===== src/rtl/core/trf_pkg.sv =====
// ----------------------------------------------------------------------------
// trf_pkg: shared types and constants of the tint ramp and flash unit
// Holds the transfer payload types, the command and mode codes, the
// sequencer states and the request/response types of the shared divider.
// ----------------------------------------------------------------------------
package trf_pkg;

    // Width of one colour channel and of the fixed-point fraction.
    localparam int COLOUR_BITS = 5;
    localparam int FRAC_BITS   = 8;
    localparam int FRAME_BITS  = 8;

    // The divider takes a 5.8 colour difference or a colour times a timer.
    localparam int DIV_NUM_W = COLOUR_BITS + FRAC_BITS;
    localparam int DIV_DEN_W = FRAME_BITS;

    // Number of colour channels.
    localparam int NUM_CH = 3;

    // Command codes.
    typedef enum logic [1:0] {
        OP_TICK      = 2'd0,
        OP_GRADUAL   = 2'd1,
        OP_IMMEDIATE = 2'd2,
        OP_FLASH     = 2'd3
    } t_op;

    // Colour math modes.
    localparam logic [1:0] MODE_OFF = 2'd0;
    localparam logic [1:0] MODE_ADD = 2'd1;
    localparam logic [1:0] MODE_SUB = 2'd2;

    // Sequencer states.
    typedef enum logic [2:0] {
        ST_IDLE,
        ST_APPLY,
        ST_STEP_GO,
        ST_STEP_WAIT,
        ST_FLASH_GO,
        ST_FLASH_WAIT,
        ST_DONE
    } t_state;

    // Input item.
    typedef struct packed {
        logic [1:0]             op;
        logic [COLOUR_BITS-1:0] red;
        logic [COLOUR_BITS-1:0] green;
        logic [COLOUR_BITS-1:0] blue;
        logic [1:0]             mode_req;
        logic [FRAME_BITS-1:0]  duration;
    } t_in_item;

    // Result item.
    typedef struct packed {
        logic [COLOUR_BITS-1:0] out_red;
        logic [COLOUR_BITS-1:0] out_green;
        logic [COLOUR_BITS-1:0] out_blue;
        logic [1:0]             math_mode;
        logic                   ramp_busy;
        logic                   flash_on;
    } t_out_item;

    // Divider request and response.
    typedef struct packed {
        logic                 start;
        logic [DIV_NUM_W-1:0] dividend;
        logic [DIV_DEN_W-1:0] divisor;
    } t_div_req;

    typedef struct packed {
        logic                 done;
        logic [DIV_NUM_W-1:0] quotient;
    } t_div_rsp;

endpackage


===== src/rtl/core/trf_div.sv =====
// ----------------------------------------------------------------------------
// trf_div: shared restoring divider
// Produces one quotient bit per cycle. A start loads the operands; done is
// high for one cycle once the quotient is complete.
// ----------------------------------------------------------------------------
module trf_div
    import trf_pkg::*;
(
    input  logic     i_clk,
    input  logic     i_rst_n,
    input  t_div_req i_req,
    output t_div_rsp o_rsp
);

    localparam int CNT_W = $clog2(DIV_NUM_W + 1);

    logic                 r_busy;
    logic [CNT_W-1:0]     r_cnt;
    logic [DIV_NUM_W-1:0] r_quo;
    logic [DIV_DEN_W-1:0] r_rem;
    logic [DIV_DEN_W-1:0] r_den;

    logic [DIV_DEN_W:0]   w_shift;
    logic [DIV_DEN_W:0]   w_sub;
    logic                 w_ge;

    // One trial subtraction of the shifted remainder.
    always_comb begin
        w_shift = {r_rem, r_quo[DIV_NUM_W-1]};
        w_ge    = (w_shift >= {1'b0, r_den});
        w_sub   = w_shift - {1'b0, r_den};
    end

    // Control: busy flag and bit counter.
    always_ff @(posedge i_clk) begin
        if (!i_rst_n) begin
            r_busy <= 1'b0;
            r_cnt  <= '0;
        end else if (i_req.start) begin
            r_busy <= 1'b1;
            r_cnt  <= CNT_W'(DIV_NUM_W);
        end else if (r_busy) begin
            if (r_cnt == '0) begin
                r_busy <= 1'b0;
            end else begin
                r_cnt <= r_cnt - 1'b1;
            end
        end
    end

    // Datapath: partial remainder and quotient shift register.
    always_ff @(posedge i_clk) begin
        if (i_req.start) begin
            r_quo <= i_req.dividend;
            r_rem <= '0;
            r_den <= i_req.divisor;
        end else if (r_busy && (r_cnt != '0)) begin
            r_rem <= w_ge ? w_sub[DIV_DEN_W-1:0] : w_shift[DIV_DEN_W-1:0];
            r_quo <= {r_quo[DIV_NUM_W-2:0], w_ge};
        end
    end

    assign o_rsp.done     = r_busy && (r_cnt == '0);
    assign o_rsp.quotient = r_quo;

endmodule


===== src/rtl/core/tint_ramp_and_flash_colour_unit.sv =====
// ----------------------------------------------------------------------------
// tint_ramp_and_flash_colour_unit: per-frame tint ramp and flash generator
// Drives the fixed colour and colour math mode of a blend stage from frame
// ticks and tint or flash commands.
// ----------------------------------------------------------------------------
// Usage:
//   The input channel carries one command or frame tick per transfer. Each
//   transfer yields exactly one result transfer on the output channel with
//   the fixed colour, the math mode and the ramp and flash status.
//   o_in_stall is high while an item is being worked on; the unit takes one
//   item at a time.
//   A plain command or tick passes through the apply and done states; a
//   ramp phase start adds three step divisions and a running flash adds
//   three scaling divisions, all on the single shared one-bit-per-cycle
//   divider. The sequencer returns to idle after each result before it
//   takes a new item.
//   A finished result waits in the output register while i_out_stall is
//   high; the next item is accepted meanwhile, and its result waits in the
//   sequencer until the output register frees up.
//   Reset (synchronous, active low) clears the tint, the ramp and the flash,
//   sets the flash length to one and leaves the output empty.
// ----------------------------------------------------------------------------
module tint_ramp_and_flash_colour_unit
    import trf_pkg::*;
(
    input  logic      i_clk,
    input  logic      i_rst_n,
    input  logic      i_in_valid,
    output logic      o_in_stall,
    input  t_in_item  i_in_item,
    output logic      o_out_valid,
    input  logic      i_out_stall,
    output t_out_item o_out_item
);

    localparam int CB = COLOUR_BITS;
    localparam int AW = COLOUR_BITS + FRAC_BITS;
    localparam int FW = FRAME_BITS;

    // Sequencer.
    t_state r_state, n_state;
    logic [1:0] r_ch;

    // Latched input item.
    t_in_item r_in;

    // Tint and ramp state.
    logic [CB-1:0] r_tint  [NUM_CH];
    logic [AW-1:0] r_accum [NUM_CH];
    logic [AW-1:0] r_step  [NUM_CH];
    logic [CB-1:0] r_pt    [NUM_CH];
    logic [CB-1:0] r_ft    [NUM_CH];
    logic [NUM_CH-1:0] r_step_down;
    logic [1:0]    r_cur;
    logic [1:0]    r_fm;
    logic [FW-1:0] r_fl;
    logic [FW-1:0] r_spf;
    logic [FW-1:0] r_div_frames;

    // Flash state.
    logic [CB-1:0] r_fc [NUM_CH];
    logic [FW-1:0] r_timer;
    logic [FW-1:0] r_flen;
    logic [CB-1:0] r_fq [NUM_CH];

    // Output register.
    logic      r_out_valid;
    t_out_item r_out;

    // Divider interface.
    t_div_req w_div_req;
    t_div_rsp w_div_rsp;

    // Control from the output decode.
    logic w_accept;
    logic w_out_load;
    logic w_out_take;

    // Apply-stage decode.
    t_op           w_op;
    logic [1:0]    w_m;
    logic [1:0]    w_cm_eff;
    logic          w_two;
    logic [FW-1:0] w_half;
    logic [FW-1:0] w_fl_dec;
    logic          w_start;
    logic [FW-1:0] w_frames;
    logic [FW-1:0] w_flen_req;
    logic [CB-1:0] w_in_col [NUM_CH];
    logic [CB-1:0] w_tgt    [NUM_CH];
    logic [AW-1:0] w_acc_nx [NUM_CH];

    // Per-channel divide operands.
    logic [CB-1:0] w_c;
    logic [CB-1:0] w_t;
    logic          w_down;
    logic [CB-1:0] w_diff;
    logic [AW-1:0] w_prod;

    trf_div u_div (
        .i_clk  (i_clk),
        .i_rst_n(i_rst_n),
        .i_req  (w_div_req),
        .o_rsp  (w_div_rsp)
    );

    // Decode the latched command and work out whether a ramp phase starts.
    always_comb begin
        w_op        = t_op'(r_in.op);
        w_m         = ((r_in.mode_req == MODE_ADD) || (r_in.mode_req == MODE_SUB))
                      ? r_in.mode_req : MODE_OFF;
        w_cm_eff    = (r_cur == MODE_OFF) ? w_m : r_cur;
        w_two       = (w_m != MODE_OFF) && (w_cm_eff != MODE_OFF) && (w_m != w_cm_eff);
        w_half      = ((r_in.duration >> 1) == '0) ? FW'(1) : (r_in.duration >> 1);
        w_fl_dec    = r_fl - 1'b1;
        w_flen_req  = (r_in.duration == '0) ? FW'(1) : r_in.duration;
        w_in_col[0] = r_in.red;
        w_in_col[1] = r_in.green;
        w_in_col[2] = r_in.blue;
        for (int i = 0; i < NUM_CH; i++) begin
            w_tgt[i]    = (w_m == MODE_OFF) ? '0 : w_in_col[i];
            w_acc_nx[i] = r_step_down[i] ? (r_accum[i] - r_step[i])
                                         : (r_accum[i] + r_step[i]);
        end
        case (w_op)
            OP_TICK: begin
                w_start  = (r_fl != '0) && (w_fl_dec == '0) && (r_spf != '0);
                w_frames = r_spf;
            end
            OP_GRADUAL: begin
                w_start  = (r_in.duration != '0);
                w_frames = w_two ? w_half : r_in.duration;
            end
            default: begin
                w_start  = 1'b0;
                w_frames = r_spf;
            end
        endcase
    end

    // Operands of the division for the channel in hand.
    always_comb begin
        w_c    = r_tint[r_ch];
        w_t    = r_pt[r_ch];
        w_down = (w_t < w_c);
        w_diff = w_down ? (w_c - w_t) : (w_t - w_c);
        w_prod = AW'(r_fc[r_ch]) * AW'(r_timer);
    end

    // Next-state logic of the sequencer.
    always_comb begin
        n_state = r_state;
        case (r_state)
            ST_IDLE: begin
                if (i_in_valid) begin
                    n_state = ST_APPLY;
                end
            end
            ST_APPLY: begin
                if (w_start) begin
                    n_state = ST_STEP_GO;
                end else if (((w_op == OP_TICK) && (r_timer > FW'(1))) ||
                             (w_op == OP_FLASH) ||
                             ((w_op != OP_TICK) && (r_timer != '0))) begin
                    n_state = ST_FLASH_GO;
                end else begin
                    n_state = ST_DONE;
                end
            end
            ST_STEP_GO: begin
                n_state = ST_STEP_WAIT;
            end
            ST_STEP_WAIT: begin
                if (w_div_rsp.done) begin
                    if (r_ch != 2'd2) begin
                        n_state = ST_STEP_GO;
                    end else if (r_timer != '0) begin
                        n_state = ST_FLASH_GO;
                    end else begin
                        n_state = ST_DONE;
                    end
                end
            end
            ST_FLASH_GO: begin
                n_state = ST_FLASH_WAIT;
            end
            ST_FLASH_WAIT: begin
                if (w_div_rsp.done) begin
                    n_state = (r_ch != 2'd2) ? ST_FLASH_GO : ST_DONE;
                end
            end
            ST_DONE: begin
                if (!r_out_valid || !i_out_stall) begin
                    n_state = ST_IDLE;
                end
            end
            default: begin
                n_state = ST_IDLE;
            end
        endcase
    end

    // Output decode of the sequencer: handshakes and divider requests.
    always_comb begin
        o_in_stall         = (r_state != ST_IDLE);
        w_accept           = i_in_valid && (r_state == ST_IDLE);
        w_out_take         = r_out_valid && !i_out_stall;
        w_out_load         = (r_state == ST_DONE) && (!r_out_valid || !i_out_stall);
        w_div_req.start    = (r_state == ST_STEP_GO) || (r_state == ST_FLASH_GO);
        w_div_req.divisor  = (r_state == ST_FLASH_GO) ? r_flen : r_div_frames;
        w_div_req.dividend = (r_state == ST_FLASH_GO) ? w_prod
                                                      : {w_diff, {FRAC_BITS{1'b0}}};
    end

    // Sequencer state and channel counter.
    always_ff @(posedge i_clk) begin
        if (!i_rst_n) begin
            r_state <= ST_IDLE;
            r_ch    <= '0;
        end else begin
            r_state <= n_state;
            if ((r_state == ST_APPLY) ||
                (((r_state == ST_STEP_WAIT) || (r_state == ST_FLASH_WAIT)) &&
                 w_div_rsp.done && (r_ch == 2'd2))) begin
                r_ch <= '0;
            end else if (((r_state == ST_STEP_WAIT) || (r_state == ST_FLASH_WAIT)) &&
                         w_div_rsp.done) begin
                r_ch <= r_ch + 1'b1;
            end
        end
    end

    // Input item register.
    always_ff @(posedge i_clk) begin
        if (w_accept) begin
            r_in <= i_in_item;
        end
    end

    // Tint, ramp and flash state: command apply and per-channel step results.
    always_ff @(posedge i_clk) begin
        if (!i_rst_n) begin
            for (int i = 0; i < NUM_CH; i++) begin
                r_tint[i]  <= '0;
                r_accum[i] <= '0;
                r_step[i]  <= '0;
                r_pt[i]    <= '0;
                r_ft[i]    <= '0;
                r_fc[i]    <= '0;
            end
            r_step_down  <= '0;
            r_cur        <= MODE_OFF;
            r_fm         <= MODE_OFF;
            r_fl         <= '0;
            r_spf        <= '0;
            r_div_frames <= FW'(1);
            r_timer      <= '0;
            r_flen       <= FW'(1);
        end else begin
            if (r_state == ST_APPLY) begin
                if (w_start) begin
                    r_div_frames <= w_frames;
                end
                case (w_op)
                    OP_TICK: begin
                        if (r_fl != '0) begin
                            if (w_fl_dec != '0) begin
                                r_fl <= w_fl_dec;
                                for (int i = 0; i < NUM_CH; i++) begin
                                    r_accum[i] <= w_acc_nx[i];
                                    r_tint[i]  <= w_acc_nx[i][AW-1:FRAC_BITS];
                                end
                            end else begin
                                // Phase end: snap to the target, maybe start phase two.
                                for (int i = 0; i < NUM_CH; i++) begin
                                    r_tint[i] <= r_pt[i];
                                end
                                r_cur <= r_fm;
                                r_fl  <= r_spf;
                                if (r_spf != '0) begin
                                    for (int i = 0; i < NUM_CH; i++) begin
                                        r_pt[i] <= r_ft[i];
                                    end
                                    r_spf <= '0;
                                end
                            end
                        end
                        if (r_timer != '0) begin
                            r_timer <= r_timer - 1'b1;
                        end
                    end
                    OP_GRADUAL: begin
                        for (int i = 0; i < NUM_CH; i++) begin
                            r_ft[i] <= w_tgt[i];
                        end
                        if (r_in.duration == '0) begin
                            for (int i = 0; i < NUM_CH; i++) begin
                                r_tint[i] <= w_tgt[i];
                            end
                            r_cur <= w_m;
                            r_fl  <= '0;
                            r_spf <= '0;
                        end else begin
                            if (r_cur == MODE_OFF) begin
                                r_cur <= w_m;
                                for (int i = 0; i < NUM_CH; i++) begin
                                    r_tint[i] <= '0;
                                end
                            end
                            r_fm <= w_m;
                            r_fl <= w_frames;
                            if (w_two) begin
                                // Mode switch: ramp down to zero first.
                                r_spf <= r_in.duration - w_half;
                                for (int i = 0; i < NUM_CH; i++) begin
                                    r_pt[i] <= '0;
                                end
                            end else begin
                                r_spf <= '0;
                                for (int i = 0; i < NUM_CH; i++) begin
                                    r_pt[i] <= w_tgt[i];
                                end
                            end
                        end
                    end
                    OP_IMMEDIATE: begin
                        for (int i = 0; i < NUM_CH; i++) begin
                            r_tint[i] <= w_in_col[i];
                        end
                        r_cur <= w_m;
                        r_fl  <= '0;
                        r_spf <= '0;
                    end
                    OP_FLASH: begin
                        for (int i = 0; i < NUM_CH; i++) begin
                            r_fc[i] <= w_in_col[i];
                        end
                        r_flen  <= w_flen_req;
                        r_timer <= w_flen_req;
                    end
                    default: begin
                        r_fl <= r_fl;
                    end
                endcase
            end

            // A new phase loads the accumulator and direction of each channel.
            if (r_state == ST_STEP_GO) begin
                r_accum[r_ch]     <= {w_c, {FRAC_BITS{1'b0}}};
                r_step_down[r_ch] <= w_down;
            end

            // Store each finished step quotient.
            if ((r_state == ST_STEP_WAIT) && w_div_rsp.done) begin
                r_step[r_ch] <= w_div_rsp.quotient;
            end
        end
    end

    // Scaled flash colour per channel.
    always_ff @(posedge i_clk) begin
        if ((r_state == ST_FLASH_WAIT) && w_div_rsp.done) begin
            r_fq[r_ch] <= w_div_rsp.quotient[CB-1:0];
        end
    end

    // Output register: compose the result when the slot is free.
    always_ff @(posedge i_clk) begin
        if (!i_rst_n) begin
            r_out_valid <= 1'b0;
        end else if (w_out_load) begin
            r_out_valid <= 1'b1;
        end else if (w_out_take) begin
            r_out_valid <= 1'b0;
        end
    end

    always_ff @(posedge i_clk) begin
        if (w_out_load) begin
            if (r_timer != '0) begin
                r_out.out_red   <= r_fq[0];
                r_out.out_green <= r_fq[1];
                r_out.out_blue  <= r_fq[2];
                r_out.math_mode <= MODE_ADD;
            end else if (r_cur != MODE_OFF) begin
                r_out.out_red   <= r_tint[0];
                r_out.out_green <= r_tint[1];
                r_out.out_blue  <= r_tint[2];
                r_out.math_mode <= r_cur;
            end else begin
                r_out.out_red   <= '0;
                r_out.out_green <= '0;
                r_out.out_blue  <= '0;
                r_out.math_mode <= MODE_OFF;
            end
            r_out.ramp_busy <= (r_fl != '0);
            r_out.flash_on  <= (r_timer != '0);
        end
    end

    assign o_out_valid = r_out_valid;
    assign o_out_item  = r_out;

endmodule

===== config.mk =====
export PLATFORM = sky130hd
export DESIGN_NAME = tint_ramp_and_flash_colour_unit
export DESIGN_NICKNAME = d
export VERILOG_FILES = /design/src/rtl/core/trf_pkg.sv /design/src/rtl/core/trf_div.sv /design/src/rtl/core/tint_ramp_and_flash_colour_unit.sv
export SDC_FILE = /design/constraint.sdc
export NUM_CORES = 1
export LEC_CHECK = 0
export BUFFER_PORTS_ARGS = -buffer_cell sky130_fd_sc_hd__buf_2
export CELL_PAD_IN_SITES_DETAIL_PLACEMENT = 0
export CELL_PAD_IN_SITES_GLOBAL_PLACEMENT = 1
export CORE_MARGIN = 2
export CORE_UTILIZATION = 35
export CTS_CLUSTER_SIZE = 30
export DETAILED_ROUTE_END_ITERATION = 10
export PLACE_DENSITY = 0.63
export SLEW_MARGIN = 20
export SYNTH_ARGS = -nofsm -noshare
export SYNTH_HDL_FRONTEND = slang
export SYNTH_SLANG_ARGS = --single-unit

===== constraint.sdc =====
create_clock -name i_clk -period 7.4 [get_ports i_clk]
set_input_delay 0.74 -clock i_clk [delete_from_list [all_inputs] [get_ports i_clk]]
set_output_delay 0.74 -clock i_clk [all_outputs]
set_load 0.02 [all_outputs]

# --- Word-level counts from Yosys, hierarchy flattened ---
# Memories as Yosys holds them, arrays and structs flattened. A register that Yosys moved wholly into a read port is not among the register bits.
# Cells that the tools add are included.
totals:
  inputBits: 31
  regBits: 133
  n_memories: 7
  ram_bits: 153
  output_inout_bits: 21
classes:
  n_mul: 1
  bitwise: 37
  add_sub_neg: 14
  n_reduce_logical: 64
  eq_ne: 23
  muxes: 166
  magnitude_cmp: 5
mem_list:
  columns: ["memory", "depth", "width", "read_ports", "rd_clocked_by_memory_dff", "wr", "line", "text"]
  rows:
  - ["r_accum", 3, 13, 3, 0, 3, "tint_ramp_and_flash_colour_unit.sv:49", "logic [AW-1:0] r_accum [NUM_CH];"]
  - ["r_step", 3, 13, 3, 0, 3, "tint_ramp_and_flash_colour_unit.sv:50", "logic [AW-1:0] r_step [NUM_CH];"]
  - ["r_fc", 3, 5, 1, 1, 3, "tint_ramp_and_flash_colour_unit.sv:61", "logic [CB-1:0] r_fc [NUM_CH];"]
  - ["r_fq", 3, 5, 3, 0, 1, "tint_ramp_and_flash_colour_unit.sv:64", "logic [CB-1:0] r_fq [NUM_CH];"]
  - ["r_ft", 3, 5, 3, 0, 3, "tint_ramp_and_flash_colour_unit.sv:52", "logic [CB-1:0] r_ft [NUM_CH];"]
  - ["r_pt", 3, 5, 4, 1, 3, "tint_ramp_and_flash_colour_unit.sv:51", "logic [CB-1:0] r_pt [NUM_CH];"]
  - ["1 more memories", null, null, null, null, null, null, null]
op_table:
  columns: ["cell", "n"]
  rows:
  - ["two-way mux 5 bit", 34]
  - ["two-way mux 13 bit", 11]
  - ["two-way mux 8 bit", 14]
  - ["two-way mux 1 bit", 71]
  - ["one-hot mux 8 bit (3 select lines)", 2]
  - ["nonzero test 8 bit", 5]
  - ["adder 13 bit", 3]
  - ["subtractor 13 bit", 3]
  - ["two-way mux 17 bit", 2]
  - ["OR 1 bit", 33]
  - ["two-way mux 2 bit", 16]
  - ["OR reduction 13 bit", 2]
  - ["zero test 8 bit", 3]
  - ["one-hot mux 3 bit (7 select lines)", 1]
  - ["two-way mux 3 bit", 6]
  - ["logical AND 1 bit", 16]
  - ["one-hot mux 8 bit (2 select lines)", 1]
  - ["nonzero test 2 bit", 8]
  - ["subtractor 8 x 1 -> 8 bit (second input constant)", 2]
  - ["multiplier 5 x 8 -> 13 bit", 1]
  - ["two-way mux 4 bit", 3]
  - ["!= test 2 bit (second input constant)", 6]
  - ["subtractor 5 bit", 2]
  - ["equality test 3 bit (second input constant)", 3]
  - ["other kinds (33)", 62]

# --- Depth between registers and ports, before layout ---
logic_depth:
  ltp_word: 15
  depth_mapped: 19
  depth_no_buf: 17

# --- Hierarchy ---
# A second synthesis with hierarchy kept.
hier_totals:
  hier_cells: 1772
  area_unflattened_um2: 17357.9
by_module_without_submodules:
  columns: ["mod", "cells_per_inst", "n_inst", "area_each_um2"]
  rows:
  - ["tint_ramp_and_flash_colour_unit", 1607, 1, 15527.4]
  - ["trf_div", 165, 1, 1830.5]

# --- Worst setup path after synthesis ---
# OpenSTA, ideal clock, no wires.
synth_path:
  path_kind: "register to register"
  startpoint: "register with a tool-made name"
  endpoint: "register u_div.r_quo[9] (data pin)"
  n_path_buf: 2
  t_arrival_ps: 4480
  path_stages_with_launch: 18
  slack_ps: 2651
  cell_sequence: "dfxtp_1 clkbuf_1 buf_1 mux2i_1 o21ai_1 nand2_1 fa_1 fa_1 fa_1 inv_1 ha_1 o21ai_0 nor2_1 o31ai_1 nand2b_1 a21oi_1 xor2_1 o21ai_0"
synth_lines:
  columns: ["item", "line", "text"]
  rows:
  - ["end signal, assigned", "trf_div.sv:54", "r_quo <= i_req.dividend;"]
  - ["end signal, assigned", "trf_div.sv:59", "r_quo <= {r_quo[DIV_NUM_W-2:0], w_ge};"]
  - ["end, declared", "trf_div.sv:19", "logic [DIV_NUM_W-1:0] r_quo;"]

==> flow_metrics.tcl <==
set metrics [dict create \
    fin_cells 2418 \
    hold_viol_final 0 \
    synth_edf_count 196 \
    path_clk_slew_ps 60 \
    core-area_um2 48600 \
    min_path_type "primary input to flip-flop" \
    ant_nets 0 \
    wirelength_mm 47.2 \
    cts_max_path_buffers 3 \
    n_antenna_cell 0 \
    fin_setup_tns_ps 0 \
    ys.warnings.count 0 \
    io_buffers 51 \
    finish.net_count 1927 \
    synth_flop_cell "edfxtp_1" \
    cts_tree "yes" \
    endpoint "u_div.r_quo[9]$_DFFE_PP_" \
    place_ws_ps 2200 \
    cp.depth 16 \
    cts.sinks 288 \
    path_class "flip-flop to flip-flop" \
    synth_cell_types 83 \
    crit_path_top_delay_cell "dfxtp_1" \
    hold_path_depth 1 \
    synthArstFlopShare_pct 0 \
    drc_errors 0 \
    dp.cells 2353 \
    peakVddDrop_mv 0.162 \
    power_density_nw_per_um2 248 \
    synth-seq-cells 288 \
    cts_max_level 2 \
    finalSetupViolations 0 \
    rr_endpoint "u_div.r_quo[9]$_DFFE_PP_" \
    cap_violations 0 \
    hold_ws_ps 361 \
    syn_inst 1742 \
    mappedNetlistNets 1900 \
    avgSynthCellArea_um2 9.84 \
    yosysSeqAreaShare_pct 45.1 \
    final_common_cell "edfxtp_1" \
    place_congestion 0.875 \
    insertion_delay_ps 560 \
    cts_made_buffers 36 \
    grt_pass1_vias 12809 \
    dr.pass1.iters 5 \
    fin_area_um2 19200 \
    cts_root_buf "clkbuf_16" \
    areaGrowthSynthToFinish_pct 12.1 \
    ioPinCount 52 \
    worstMarginPinSlew_ps 1040 \
    grt_pass1_wl_mm 73.6 \
    critPathMaxStageDelay_ps 940 \
    cts_hold_buf 0 \
    postPlaceCellArea_um2 18000 \
    path_buf_inv 2 \
    fin_crit_sh_pct 70.0 \
    end_kind "flip-flop" \
    drt_iter0_markers 806 \
    dieArea_um2 50700 \
    die_x_um 225 \
    dp.final_hpwl_mm 34.5 \
    cts_setup_buffers 0 \
    power.leakage_nw 7.65 \
    vias 13095 \
    finalCriticalPeriod_ps 5180 \
    placementRows 81 \
    slew_violations 0 \
    cts_resized 0 \
    worst_ep_required_time_ps 7660 \
    layout-drive-gt1-share_pct 9.02 \
    r2r_cells 16 \
    p_total_mw 4.76 \
    path_max_fanout 15 \
    grt_max_degree 43 \
    fin_skew_ps 20.1 \
    max_clock_freq_mhz 193 \
    syn_area_um2 17100 \
    nFillCells 4852 \
    fin_util_pct 39.5 \
    antenna_found_initial 0 \
    outcome "complete, no violations" \
    worst_slack_ps 2220 \
    crit_family "adder cells" \
    rsz0062_at_grt "false" \
    path_cells "mux2i_1 -> o21ai_0 -> and2_1 -> fa_1 -> fa_1 -> inv_1 -> fa_1 -> inv_1 -> ha_1 -> o21ai_0 -> nor2_1 -> o31ai_1 -> nand2b_1 -> a21oi_1 -> xor2_1 -> o21ai_0" \
    die-height_um 225 \
    startpoint_type "flip-flop" \
    grt-ovfl-total 0 \
    wire_per_inst_um 19.5 \
    initial_core_util_pct 35.2 \
    track_usage_pct 18.7 \
    final_cell_mix "edfxtp_1 (196), nand2_1 (167), a21oi_1 (147), nor2_1 (115), o21ai_0 (105)" \
    viasPerCell 5.42 \
    slew_headroom_pct 29.9 \
    r2r_slack_ps 2220 \
    critPathArrivalTime_ps 5450 \
]
==> report_power, final <==
group	switching, mW	leakage (nW)	internal (mW)
Sequential	0.131	2.68	1.86
Combinational	0.570	4.37	0.361
Clock	0.711	0.595	1.13
==> per-layer routing <==
layer / vias up / global-route usage, % / wire (um)
met4: 0 / 4.98 / 831
met1: 6404 / 24.6 / 21800
li1: 6412 / - / -
met3: 56 / 2.72 / 1820
met5: - / 0 / 0
met2: 223 / 32.2 / 22800
==> registers in the layout (all words and copies together), names as in the netlist, 3 cells and up, named ones only <==
name          count
r_state           3
r_flen            8
r_tint           15
r_fc             15
r_step_down       3
r_div_frames      8
u_div.r_cnt       4
r_fl              8
r_fq             15
u_div.r_rem       8
r_timer           8
r_step           39
u_div.r_den       8
r_accum          39
o_out_item       19
u_div.r_quo      13
r_ft             15
r_in             25
r_spf             8
r_pt             15
==> layout make-up <==
type | instances | area [um^2] | share of cell area (%)
Clock buffer | 43 | 948 | 4.94
Clock inverter | 22 | 268 | 1.39
Inverter | 104 | 390 | 2.03
Multi-Input combinational cell | 1270 | 8710 | 45.3
Sequential cell | 288 | 7730 | 40.2
Tap cell | 622 | 778 | 4.05
Timing Repair Buffer | 69 | 390 | 2.03
==> kinds of logic after synthesis <==
| kind of cell | synth area share (%) |
|---|---|
| compound gates | 17.6 |
| xor+xnor | 4.29 |
| fa+ha+maj | 10.4 |
| buf+inv | 4.29 |
| flops | 45.1 |
| mux | 2.33 |
| simple gates | 16.1 |
==> synthesized netlist by cell type, types with 8 or more instances <==
library cell,instances,share of area [%]
nand3_1,27,0.79
a22oi_1,13,0.57
o21a_1,22,0.96
a22o_1,36,1.8
xnor2_1,62,3.2
ha_1,102,7.4
nand2b_1,22,0.80
clkbuf_1,63,1.4
or3_1,12,0.44
nor2_1,116,2.5
a21o_1,14,0.61
xor2_1,20,1.0
fa_1,25,2.9
nor3_1,34,0.99
nor4_1,12,0.44
and2_1,33,1.2
mux2i_1,32,1.9
o31a_1,9,0.46
a211oi_1,11,0.48
a21oi_1,148,4.3
nor2b_1,20,0.73
and3_1,65,2.4
edfxtp_1,196,34
nand2_1,167,3.7
o21ai_0,105,3.1
dfxtp_1,92,11
a31oi_1,10,0.37
inv_1,104,2.3
o2bb2ai_1,8,0.41
o22ai_1,10,0.37
==> how the worst min path moves through the flow <==
stage,start,end
CTS,i_in_item[12],r_in[12]$_DFFE_PP_
floorplan,r_div_frames[1]$_SDFFE_PN0P_,r_div_frames[1]$_SDFFE_PN0P_
finish,i_in_item[17],r_in[17]$_DFFE_PP_
global route,i_in_item[9],r_in[9]$_DFFE_PP_
global placement,r_accum[1][0]$_SDFFE_PP0P_,r_accum[1][0]$_SDFFE_PP0P_
detailed placement,r_accum[1][0]$_SDFFE_PP0P_,r_accum[1][0]$_SDFFE_PP0P_
Note: power is estimated with default switching activity, not from simulation.
